--- config.mk ---
export PLATFORM = sky130hd
export DESIGN_NAME = icmp_echo_reply_matcher_top
export DESIGN_NICKNAME = d
export VERILOG_FILES = /design/src/sv/icmp_erm_pkg.sv /design/src/sv/icmp_erm_ctrl.sv /design/src/sv/icmp_erm_dp.sv /design/src/sv/icmp_echo_reply_matcher_top.sv
export SDC_FILE = /design/constraint.sdc
export NUM_CORES = 1
export LEC_CHECK = 0
export ABC_AREA = 1
export BUFFER_PORTS_ARGS = -buffer_cell sky130_fd_sc_hd__buf_2
export CAP_MARGIN = 10
export CORE_ASPECT_RATIO = 0.5
export CORE_UTILIZATION = 50
export DETAILED_ROUTE_END_ITERATION = 7
export PLACE_DENSITY = 0.76
export SLEW_MARGIN = 10
export SYNTH_ARGS = -nofsm -noshare
export SYNTH_HDL_FRONTEND = slang
export SYNTH_HIERARCHICAL = 1
export SYNTH_SLANG_ARGS = --single-unit
--- constraint.sdc ---
create_clock -name clk -period 7.6 [get_ports clk]
set_clock_uncertainty 0.1 [all_clocks]
set_input_delay 1.52 -clock clk [delete_from_list [all_inputs] [get_ports clk]]
set_output_delay 1.52 -clock clk [all_outputs]
set_load 0.005 [all_outputs]
--- src/sv/icmp_erm_pkg.sv ---
// Package: shared types, codes and helpers of the ICMP echo reply matcher.
package icmp_erm_pkg;

	localparam int TABLE_DEPTH_DEF = 16;

	localparam int CFG_IDX_W  = 1;
	localparam int CFG_DATA_W = 16;
	localparam logic [CFG_IDX_W-1:0] CFG_FAMILY_IPV6    = 1'd0;
	localparam logic [CFG_IDX_W-1:0] CFG_OWN_IDENTIFIER = 1'd1;

	localparam logic [1:0] KIND_SEND  = 2'd0;
	localparam logic [1:0] KIND_BYTE  = 2'd1;
	localparam logic [1:0] KIND_CLEAR = 2'd2;

	localparam logic [2:0] VERDICT_IGNORED    = 3'd0;
	localparam logic [2:0] VERDICT_REPLY      = 3'd1;
	localparam logic [2:0] VERDICT_ERROR      = 3'd2;
	localparam logic [2:0] VERDICT_RECORDED   = 3'd3;
	localparam logic [2:0] VERDICT_TABLE_FULL = 3'd4;
	localparam logic [2:0] VERDICT_CLEARED    = 3'd5;

	localparam logic [7:0] V4_ECHO_REPLY    = 8'd0;
	localparam logic [7:0] V4_ECHO_REQUEST  = 8'd8;
	localparam logic [7:0] V4_TIME_EXCEEDED = 8'd11;
	localparam logic [7:0] V4_UNREACHABLE   = 8'd3;
	localparam logic [7:0] V6_ECHO_REPLY    = 8'd129;
	localparam logic [7:0] V6_ECHO_REQUEST  = 8'd128;
	localparam logic [7:0] V6_TIME_EXCEEDED = 8'd3;
	localparam logic [7:0] V6_UNREACHABLE   = 8'd1;

	localparam logic [7:0] V6_HOP_LIMIT      = 8'd64;
	localparam logic [5:0] V6_INNER_HDR_LEN  = 6'd40;
	localparam logic [15:0] V4_MIN_REPLY_LEN = 16'd28;
	localparam logic [15:0] V6_MIN_REPLY_LEN = 16'd8;
	localparam logic [15:0] MIN_ERROR_LEN    = 16'd56;
	localparam logic [15:0] ICMP_HDR_LEN     = 16'd8;
	localparam logic [15:0] POS_MAX          = 16'hFFFF;
	localparam logic [15:0] TTL_OFFSET       = 16'd8;

	typedef struct packed {
		logic [1:0]  kind;
		logic [15:0] send_sequence;
		logic [7:0]  data_byte;
		logic        last_byte;
	} req_item_t;

	typedef struct packed {
		logic [2:0]  verdict;
		logic [15:0] matched_sequence;
		logic [7:0]  hop_limit;
		logic [15:0] icmp_length;
		logic [7:0]  icmp_kind_seen;
	} rsp_item_t;

	// controller -> datapath
	typedef struct packed {
		logic take;
		logic load_out;
	} ctl_cmd_t;

	// datapath -> controller
	typedef struct packed {
		logic has_result;
	} dp_sts_t;

	// Header field capture: type at base, identifier at base+4..5, sequence at base+6..7.
	function automatic logic [39:0] capture(input logic [39:0] f, input logic [15:0] p,
			input logic [7:0] base, input logic [7:0] b);
		logic [39:0] r;
		logic [15:0] bs;
		r  = f;
		bs = {8'd0, base};
		if (p == bs)          r[39:32] = b;
		if (p == bs + 16'd4)  r[31:24] = b;
		if (p == bs + 16'd5)  r[23:16] = b;
		if (p == bs + 16'd6)  r[15:8]  = b;
		if (p == bs + 16'd7)  r[7:0]   = b;
		return r;
	endfunction

endpackage

--- src/sv/icmp_erm_ctrl.sv ---
// Controller: transfer handshake and output register occupancy.
module icmp_erm_ctrl (
	input  logic                   clk,
	input  logic                   arst_n,
	input  logic                   req_valid,
	output logic                   req_stall,
	output logic                   rsp_valid,
	input  logic                   rsp_stall,
	input  icmp_erm_pkg::dp_sts_t  sts,
	output icmp_erm_pkg::ctl_cmd_t cmd
);

	typedef enum logic [1:0] {
		ST_EMPTY = 2'b01,
		ST_FULL  = 2'b10
	} state_t;

	state_t state_q, state_next;

	always_comb begin
		req_stall    = (state_q == ST_FULL) && rsp_stall;
		rsp_valid    = (state_q == ST_FULL);
		cmd.take     = req_valid && !req_stall;
		cmd.load_out = cmd.take && sts.has_result;
	end

	always_comb begin
		state_next = state_q;
		unique case (state_q)
			ST_EMPTY: begin
				if (cmd.load_out) state_next = ST_FULL;
			end
			ST_FULL: begin
				if (cmd.load_out)    state_next = ST_FULL;
				else if (!rsp_stall) state_next = ST_EMPTY;
			end
			default: state_next = ST_EMPTY;
		endcase
	end

	always_ff @(posedge clk or negedge arst_n) begin
		if (!arst_n) state_q <= ST_EMPTY;
		else         state_q <= state_next;
	end

endmodule

--- src/sv/icmp_erm_dp.sv ---
// Datapath: sequence table, packet parser, verdict and output register.
module icmp_erm_dp #(
	parameter int TABLE_DEPTH = icmp_erm_pkg::TABLE_DEPTH_DEF
) (
	input  logic                                clk,
	input  logic                                arst_n,
	input  logic                                cfg_we,
	input  logic [icmp_erm_pkg::CFG_IDX_W-1:0]  cfg_index,
	input  logic [icmp_erm_pkg::CFG_DATA_W-1:0] cfg_wdata,
	input  icmp_erm_pkg::req_item_t             req,
	output icmp_erm_pkg::rsp_item_t             rsp,
	input  icmp_erm_pkg::ctl_cmd_t              cmd,
	output icmp_erm_pkg::dp_sts_t               sts
);

	logic        v6_q;
	logic [15:0] own_id_q;

	logic [TABLE_DEPTH-1:0] valid_q;
	logic [15:0]            seq_q [TABLE_DEPTH];

	logic [15:0] pos_q;
	logic [5:0]  ohl_q, ihl_q;
	logic [7:0]  ttl_q;
	logic [39:0] of_q, if_q;

	icmp_erm_pkg::rsp_item_t rsp_q, rsp_next;

	logic        is_send, is_byte, is_clear;
	logic [7:0]  b;
	logic [15:0] pos_next;
	logic [5:0]  ohl_eff, h, ihl_eff;
	logic [7:0]  ttl_eff;
	logic [6:0]  ib;
	logic [7:0]  ibase;
	logic [39:0] of_new, if_new;
	logic [15:0] count;
	logic        outer_ok, inner_ok, is_err, is_rep, try_match;
	logic [15:0] cand_seq, key;
	logic [TABLE_DEPTH-1:0] hit, free_oh;
	logic        any_hit, any_free, found;
	logic [2:0]  byte_verdict;

	always_comb begin
		is_send  = 1'b0;
		is_byte  = 1'b0;
		is_clear = 1'b0;
		unique case (req.kind)
			icmp_erm_pkg::KIND_SEND:  is_send  = 1'b1;
			icmp_erm_pkg::KIND_BYTE:  is_byte  = 1'b1;
			icmp_erm_pkg::KIND_CLEAR: is_clear = 1'b1;
			default: ;
		endcase
		sts.has_result = is_send || is_clear || (is_byte && req.last_byte);
	end

	// Per-byte parse; effective values include this byte's updates.
	always_comb begin
		b        = req.data_byte;
		pos_next = (pos_q != icmp_erm_pkg::POS_MAX) ? pos_q + 16'd1 : pos_q;
		ohl_eff  = (!v6_q && pos_q == 16'd0) ? {b[3:0], 2'b00} : ohl_q;
		h        = v6_q ? 6'd0 : ohl_eff;
		ttl_eff  = (!v6_q && pos_q == icmp_erm_pkg::TTL_OFFSET) ? b : ttl_q;
		ib       = {1'b0, h} + 7'd8;
		if (pos_q == {9'd0, ib})
			ihl_eff = v6_q ? icmp_erm_pkg::V6_INNER_HDR_LEN : {b[3:0], 2'b00};
		else
			ihl_eff = ihl_q;
		ibase  = {1'b0, ib} + {2'b00, ihl_eff};
		of_new = icmp_erm_pkg::capture(of_q, pos_q, {2'b00, h}, b);
		if_new = (pos_q >= {9'd0, ib}) ? icmp_erm_pkg::capture(if_q, pos_q, ibase, b) : if_q;
		count  = pos_next;

		outer_ok = (count >= (v6_q ? icmp_erm_pkg::V6_MIN_REPLY_LEN
		                           : icmp_erm_pkg::V4_MIN_REPLY_LEN))
		           && (count >= {9'd0, ib});
		inner_ok = (count >= icmp_erm_pkg::MIN_ERROR_LEN) && (count > {9'd0, ib})
		           && (count >= {8'd0, ibase} + icmp_erm_pkg::ICMP_HDR_LEN);
		if (v6_q) begin
			is_err = (of_new[39:32] == icmp_erm_pkg::V6_TIME_EXCEEDED)
			      || (of_new[39:32] == icmp_erm_pkg::V6_UNREACHABLE);
			is_rep = (of_new[39:32] == icmp_erm_pkg::V6_ECHO_REPLY);
		end else begin
			is_err = (of_new[39:32] == icmp_erm_pkg::V4_TIME_EXCEEDED)
			      || (of_new[39:32] == icmp_erm_pkg::V4_UNREACHABLE);
			is_rep = (of_new[39:32] == icmp_erm_pkg::V4_ECHO_REPLY);
		end
		if (is_err) begin
			try_match = outer_ok && inner_ok && (if_new[31:16] == own_id_q)
			            && (if_new[39:32] == (v6_q ? icmp_erm_pkg::V6_ECHO_REQUEST
			                                       : icmp_erm_pkg::V4_ECHO_REQUEST));
			cand_seq  = if_new[15:0];
		end else begin
			try_match = outer_ok && is_rep && (of_new[31:16] == own_id_q);
			cand_seq  = of_new[15:0];
		end
	end

	// Parallel table search; sequences are unique so at most one hit.
	always_comb begin
		key      = is_send ? req.send_sequence : cand_seq;
		any_hit  = 1'b0;
		found    = 1'b0;
		free_oh  = '0;
		for (int i = 0; i < TABLE_DEPTH; i++) begin
			hit[i]  = valid_q[i] && (seq_q[i] == key);
			any_hit = any_hit | hit[i];
			if (!valid_q[i] && !found) begin
				free_oh[i] = 1'b1;
				found      = 1'b1;
			end
		end
		any_free     = found;
		byte_verdict = icmp_erm_pkg::VERDICT_IGNORED;
		if (try_match && any_hit)
			byte_verdict = is_err ? icmp_erm_pkg::VERDICT_ERROR : icmp_erm_pkg::VERDICT_REPLY;
	end

	always_comb begin
		rsp_next = '0;
		if (is_send) begin
			rsp_next.verdict = (any_hit || any_free) ? icmp_erm_pkg::VERDICT_RECORDED
			                                         : icmp_erm_pkg::VERDICT_TABLE_FULL;
			rsp_next.matched_sequence = req.send_sequence;
		end else if (is_clear) begin
			rsp_next.verdict = icmp_erm_pkg::VERDICT_CLEARED;
		end else begin
			rsp_next.verdict        = byte_verdict;
			rsp_next.icmp_kind_seen = of_new[39:32];
			if (byte_verdict != icmp_erm_pkg::VERDICT_IGNORED) begin
				rsp_next.matched_sequence = cand_seq;
				rsp_next.hop_limit        = v6_q ? icmp_erm_pkg::V6_HOP_LIMIT : ttl_eff;
				rsp_next.icmp_length      = (count > {10'd0, h}) ? count - {10'd0, h} : 16'd0;
			end
		end
	end

	always_ff @(posedge clk or negedge arst_n) begin
		if (!arst_n) begin
			v6_q     <= 1'b0;
			own_id_q <= '0;
		end else if (cfg_we) begin
			unique case (cfg_index)
				icmp_erm_pkg::CFG_FAMILY_IPV6:    v6_q     <= cfg_wdata[0];
				icmp_erm_pkg::CFG_OWN_IDENTIFIER: own_id_q <= cfg_wdata;
				default: ;
			endcase
		end
	end

	always_ff @(posedge clk or negedge arst_n) begin
		if (!arst_n) begin
			valid_q <= '0;
			pos_q   <= '0;
			ohl_q   <= '0;
			ihl_q   <= '0;
			ttl_q   <= '0;
			of_q    <= '0;
			if_q    <= '0;
		end else if (cmd.take) begin
			if (is_send) begin
				if (!any_hit) valid_q <= valid_q | free_oh;
			end else if (is_clear) begin
				valid_q <= '0;
			end else if (is_byte) begin
				if (req.last_byte) begin
					if (byte_verdict != icmp_erm_pkg::VERDICT_IGNORED)
						valid_q <= valid_q & ~hit;
					pos_q <= '0;
					ohl_q <= '0;
					ihl_q <= '0;
					ttl_q <= '0;
					of_q  <= '0;
					if_q  <= '0;
				end else begin
					pos_q <= pos_next;
					ohl_q <= ohl_eff;
					ihl_q <= (pos_q >= {9'd0, ib}) ? ihl_eff : ihl_q;
					ttl_q <= ttl_eff;
					of_q  <= of_new;
					if_q  <= if_new;
				end
			end
		end
	end

	// Table contents carry no reset.
	always_ff @(posedge clk) begin
		if (cmd.take && is_send && !any_hit) begin
			for (int i = 0; i < TABLE_DEPTH; i++)
				if (free_oh[i]) seq_q[i] <= req.send_sequence;
		end
	end

	always_ff @(posedge clk) begin
		if (cmd.load_out) rsp_q <= rsp_next;
	end

	assign rsp = rsp_q;

endmodule

--- src/sv/icmp_echo_reply_matcher_top.sv ---
// Top level: ICMP echo reply matcher, controller plus datapath.
//
//  channel | signals                     | direction | transfer when
//  --------+-----------------------------+-----------+---------------------------
//  req     | req_valid, req_stall, req   | in        | req_valid && !req_stall
//  rsp     | rsp_valid, rsp_stall, rsp   | out       | rsp_valid && !rsp_stall
//  cfg     | cfg_we, cfg_index, cfg_wdata| in        | cfg_we
//
// One item is taken per cycle while req_stall is low; its result (if any)
// shows in the output register on the next cycle. Table lookup is a
// parallel compare over all entries of the table.
// req_stall rises only while a result sits in the output register and the
// sink stalls. Reset empties the table and the packet parser at once; there
// is no clearing pass. Table sequence storage itself is not reset.
module icmp_echo_reply_matcher_top #(
	parameter int TABLE_DEPTH = icmp_erm_pkg::TABLE_DEPTH_DEF
) (
	input  logic                                clk,
	input  logic                                arst_n,
	input  logic                                req_valid,
	output logic                                req_stall,
	input  icmp_erm_pkg::req_item_t             req,
	output logic                                rsp_valid,
	input  logic                                rsp_stall,
	output icmp_erm_pkg::rsp_item_t             rsp,
	input  logic                                cfg_we,
	input  logic [icmp_erm_pkg::CFG_IDX_W-1:0]  cfg_index,
	input  logic [icmp_erm_pkg::CFG_DATA_W-1:0] cfg_wdata
);

	icmp_erm_pkg::ctl_cmd_t cmd;
	icmp_erm_pkg::dp_sts_t  sts;

	// Handshake and output register occupancy.
	icmp_erm_ctrl u_ctrl (
		.clk       (clk),
		.arst_n    (arst_n),
		.req_valid (req_valid),
		.req_stall (req_stall),
		.rsp_valid (rsp_valid),
		.rsp_stall (rsp_stall),
		.sts       (sts),
		.cmd       (cmd)
	);

	// Table, parser, verdict and result register.
	icmp_erm_dp #(
		.TABLE_DEPTH (TABLE_DEPTH)
	) u_dp (
		.clk       (clk),
		.arst_n    (arst_n),
		.cfg_we    (cfg_we),
		.cfg_index (cfg_index),
		.cfg_wdata (cfg_wdata),
		.req       (req),
		.rsp       (rsp),
		.cmd       (cmd),
		.sts       (sts)
	);

endmodule
==> results.md <==
* Clk root buf: clkbuf_16
* EDFF count, synth at 307
* Post-DP Area at 31000 um2
* Row count at 60
* Die Span X at 333 um
* Most frequent CP cell: nor2_1
* Final worst path period need at 7.77 ns
* Sequential fraction of the synthesis area at about 48%
* Final Hold Fails at 0
* WL/cell at 20.7 um
* Initial antenna violation count at 0
* Synthesized area at 27300 um2
* Seq cells post-synth at ~460
* Critical path arrival at roughly 8.0 ns
* P_leak at 0.0151 uW
* Top FF cell, synth: edfxtp_1
* IR drop worst, VDD at 0.000195 V
* Die Ht at between 150 and 200 um
* Vias at 26.0k
* DR iter-0 viols at 4089
* Synth Area in Adders at ~2.4%
* Tot GR Track Use at 31.4%
* Post-layout util at a little under two thirds
* Area contributors post-synth: edfxtp_1, dfrtp_1, nand2_1, nand3b_1, nand3_1
* Hold_buf cts at 0
* Max incr delay on CP at 0.46 ns
* Max_cap viols at 0
* Antenna Cells at 0
* CP startpoint kind: input pin
* Pre-antenna DRT Iters at 8
* Ys async rst share at around 33%
* Netlist cell types at between 60 and 70
* DRT antenna net count at 0
* CP max FO at 8
* Worst skew pair latency at 0.59 ns
* Pwr Total at 9140 uW
* GP Congestion at between 1 and 1.5
* First-pass GRT wire length at about 140000 um
* Number of top-level pins at 102
* Slew margin rel. at between 30% and 40%
* RSZ-0062 raised after global routing: true
* XOR/XNOR Fraction of Synth Area at 2.14%
* Simple-Gate Fraction of Synth Area at between 30% and 40%
* Area Overhead vs Synth at 25.3%
* Htree depth at 2
* Nets at between 3k and 4k
* Share of layout cells above drive strength 1 at 24.7%
* Largest area contributor in the netlist: edfxtp_1
* Post-synthesis compound-gate area fraction at 6.30%
* Slowest stage cell on the critical path: fa_2
* Period utilisation layout at 102%
* Reg clk slew, reported paths at approximately 0.060 ns
* CP Class: input pin to register
* Vias in the first global route at 24.4k
* Crit. End Element: register
* Post-DP HPWL at 61200 um
* Setup slack after layout at -0.173 ns
* Final Cell Area at 34200 um2
* Top-area cell type share of the netlist area at roughly a third
* Failing checks: DRC, setup timing
* Max Clock Freq at 129 MHz
* TritonCTS clock tree: yes
* Multiplexer share of the synthesized area at less than 1%
* Port bufs at 101
* Routed WL at approximately 90000 um
* # DRC at 1
* Worst Path Required at 7.78 ns
* # clock sinks at 458
* Cell count after synthesis at 3242
* Clk buf depth at 3
* Ys Warns at 6
* Power Density at 267 nW/um2
* Worst-margin pin slew at approximately 0.99 ns
* Run status: finished with violations
* Total CTS buffers at 43
* Area of the core at between 50000 and 60000 um2
* Largest family of logic cells by synthesized area: simple AND/OR/NAND/NOR gates
* Area of the die at 55700 um2
* Final setup vio count at between 300 and 400
* Initial core utilization at 50.7%
* Syn avg cell area at 8.43 um2
* Pin count of the biggest net entering global routing at 78
* Worst min-delay path class: register to register
* Number of fill cells at 4210
* WP buf/inv at 12
* Slew Viols, Final at 0
* Vias per std cell at approximately 5.9
* Post-synth net total at 3342
* Crit path max-delay family: simple AND/OR/NAND/NOR gates
* Global route overflow at 0
-- state kept, by name (all words and copies together), names as in the netlist --
signal / cells
u_dp/ohl_q: 6
u_dp/own_id_q: 16
u_dp/seq_q: 256
u_dp/rsp: 51
u_dp/of_q: 40
u_dp/v6_q: 1
u_dp/if_q: 40
u_ctrl/state_q: 2
u_dp/valid_q: 16
u_dp/ttl_q: 8
u_dp/ihl_q: 6
u_dp/pos_q: 16
-- cells in the mapped netlist (32+ instances only) --
master / n
nand2_1: 865
nand3_1: 312
edfxtp_1: 307
nor2_1: 296
inv_1: 248
nand3b_1: 237
dfrtp_1: 150
o21ai_0: 138
clkbuf_1: 62
o22ai_1: 54
a21oi_1: 53
xor2_1: 53
ha_1: 49
nor3_1: 37
nand4_1: 34
nand2_2: 32
-- final timing paths --
| kind | from | end | slack (ns) | cells after the start |
|---|---|---|---|---|
| max in group asynchronous | arst_n | u_dp/own_id_q[2] | 4.96 | 2 |
| max reg2reg | u_dp/pos_q[0] | u_dp/seq_q[1][29] | -0.13 | 54 |
| min in group asynchronous | arst_n | u_dp/pos_q[9] | 0.85 | 1 |
| min reg2reg | u_dp/of_q[17] | u_dp/of_q[17] | 0.38 | 2 |
| min | u_dp/of_q[17] | u_dp/of_q[17] | 0.38 | 2 |
| max | req[2] | u_dp/seq_q[1][29] | -0.17 | 49 |
-- logic make-up (layout without fill, tap and decap cells) --
group                      Yosys count  count (layout)
AOI/OAI and AO/OA                  297             297
xor gates and xnor gates            66              66
adders and majority gates           51              51
buffers and inverters              399             825
DFF                                458             458
muxes                                7               7
other                                1               1
and+or+nand+nor                   1963            1971
-- layout make-up --
cell class | instances | area (um2) | area share [%]
timing repair buffer | 481 | 3980 | 11.6
clock inverter | 17 | 189 | 0.552
inverter | 266 | 1020 | 2.97
tap | 713 | 892 | 2.60
sequential | 458 | 13000 | 38.0
clock buffer | 61 | 1240 | 3.61
multi-input combinational | 2393 | 13900 | 40.7
-- power by group --
part	switching, uW	internal, uW
Combinational	2380	1610
Sequential	77.9	2820
Clock	1010	1250
-- through the flow --
step	setup TNS [ns]	std cells	worst slack, ns	hold WS [ns]
2_1_floorplan	-61.20	3242	-0.359	0.348
3_3_place_gp	-212.77	4220	-0.751	0.361
3_5_place_dp	-269.38	4220	-0.922	0.369
4_1_cts	-1.22	4344	-0.0518	0.386
5_1_grt	-136.34	4389	-0.499	0.400
6_report	-29.87	4389	-0.173	0.385
-- layer usage --
metal / vias up / share of wire, % / global-route usage [%] / routed length, um
met4: 0 / 2.7 / 9.42 / 2480
li1: 11800 / - / - / -
met1: 12400 / 41 / 45.8 / 37500
met5: - / 0 / 0 / 0
met2: 1629 / 44 / 46.9 / 39600
met3: 204 / 12 / 6.53 / 11300
-- layout by cell type (no fill, tap or decap), types with 8 or more instances in the layout --
cell type | synthesis | routed
nand2_1 | 865 | 812
buf_4 | 28 | 308
edfxtp_1 | 307 | 307
nand3_1 | 312 | 279
nor2_1 | 296 | 259
nand3b_1 | 237 | 237
inv_1 | 248 | 231
dfrtp_1 | 150 | 150
o21ai_0 | 138 | 137
buf_2 | 21 | 99
nand2_2 | 32 | 60
o22ai_1 | 54 | 54
xor2_1 | 53 | 52
a21oi_1 | 53 | 48
clkbuf_16 | 0 | 46
nand3_2 | 25 | 43
nor2_2 | 20 | 43
buf_6 | 5 | 36
ha_1 | 49 | 36
buf_12 | 0 | 34
nand4_1 | 34 | 34
nand2_4 | 11 | 32
nor3_1 | 37 | 29
or2_2 | 28 | 28
inv_2 | 16 | 27
nand3_4 | 10 | 26
nor2_4 | 5 | 20
or2_1 | 13 | 13
nor4_1 | 12 | 12
clkbuf_1 | 62 | 11
nand2_8 | 0 | 10
xnor2_1 | 12 | 10
nor3_4 | 2 | 9
a22o_1 | 9 | 9
ha_4 | 0 | 9
nor3b_4 | 0 | 8
-- what timing repair did --
item,CTS,global route
setup buffers,41,45
pin swaps,39,93
gates resized for setup,103,136
setup endpoints to repair,315,315
cloned,7,3
-- worst register-to-register path, delay by kind of cell, from the launching register on --
kind / cells / cell delay, ns
adders and majority gates: 5 / 1.24
buffers and inverters: 12 / 1.30
and+or+nand+nor: 36 / 4.25
DFF: 1 / 0.38
xor gates and xnor gates: 1 / 0.13
No activity file was read; power rests on OpenSTA's default activity.
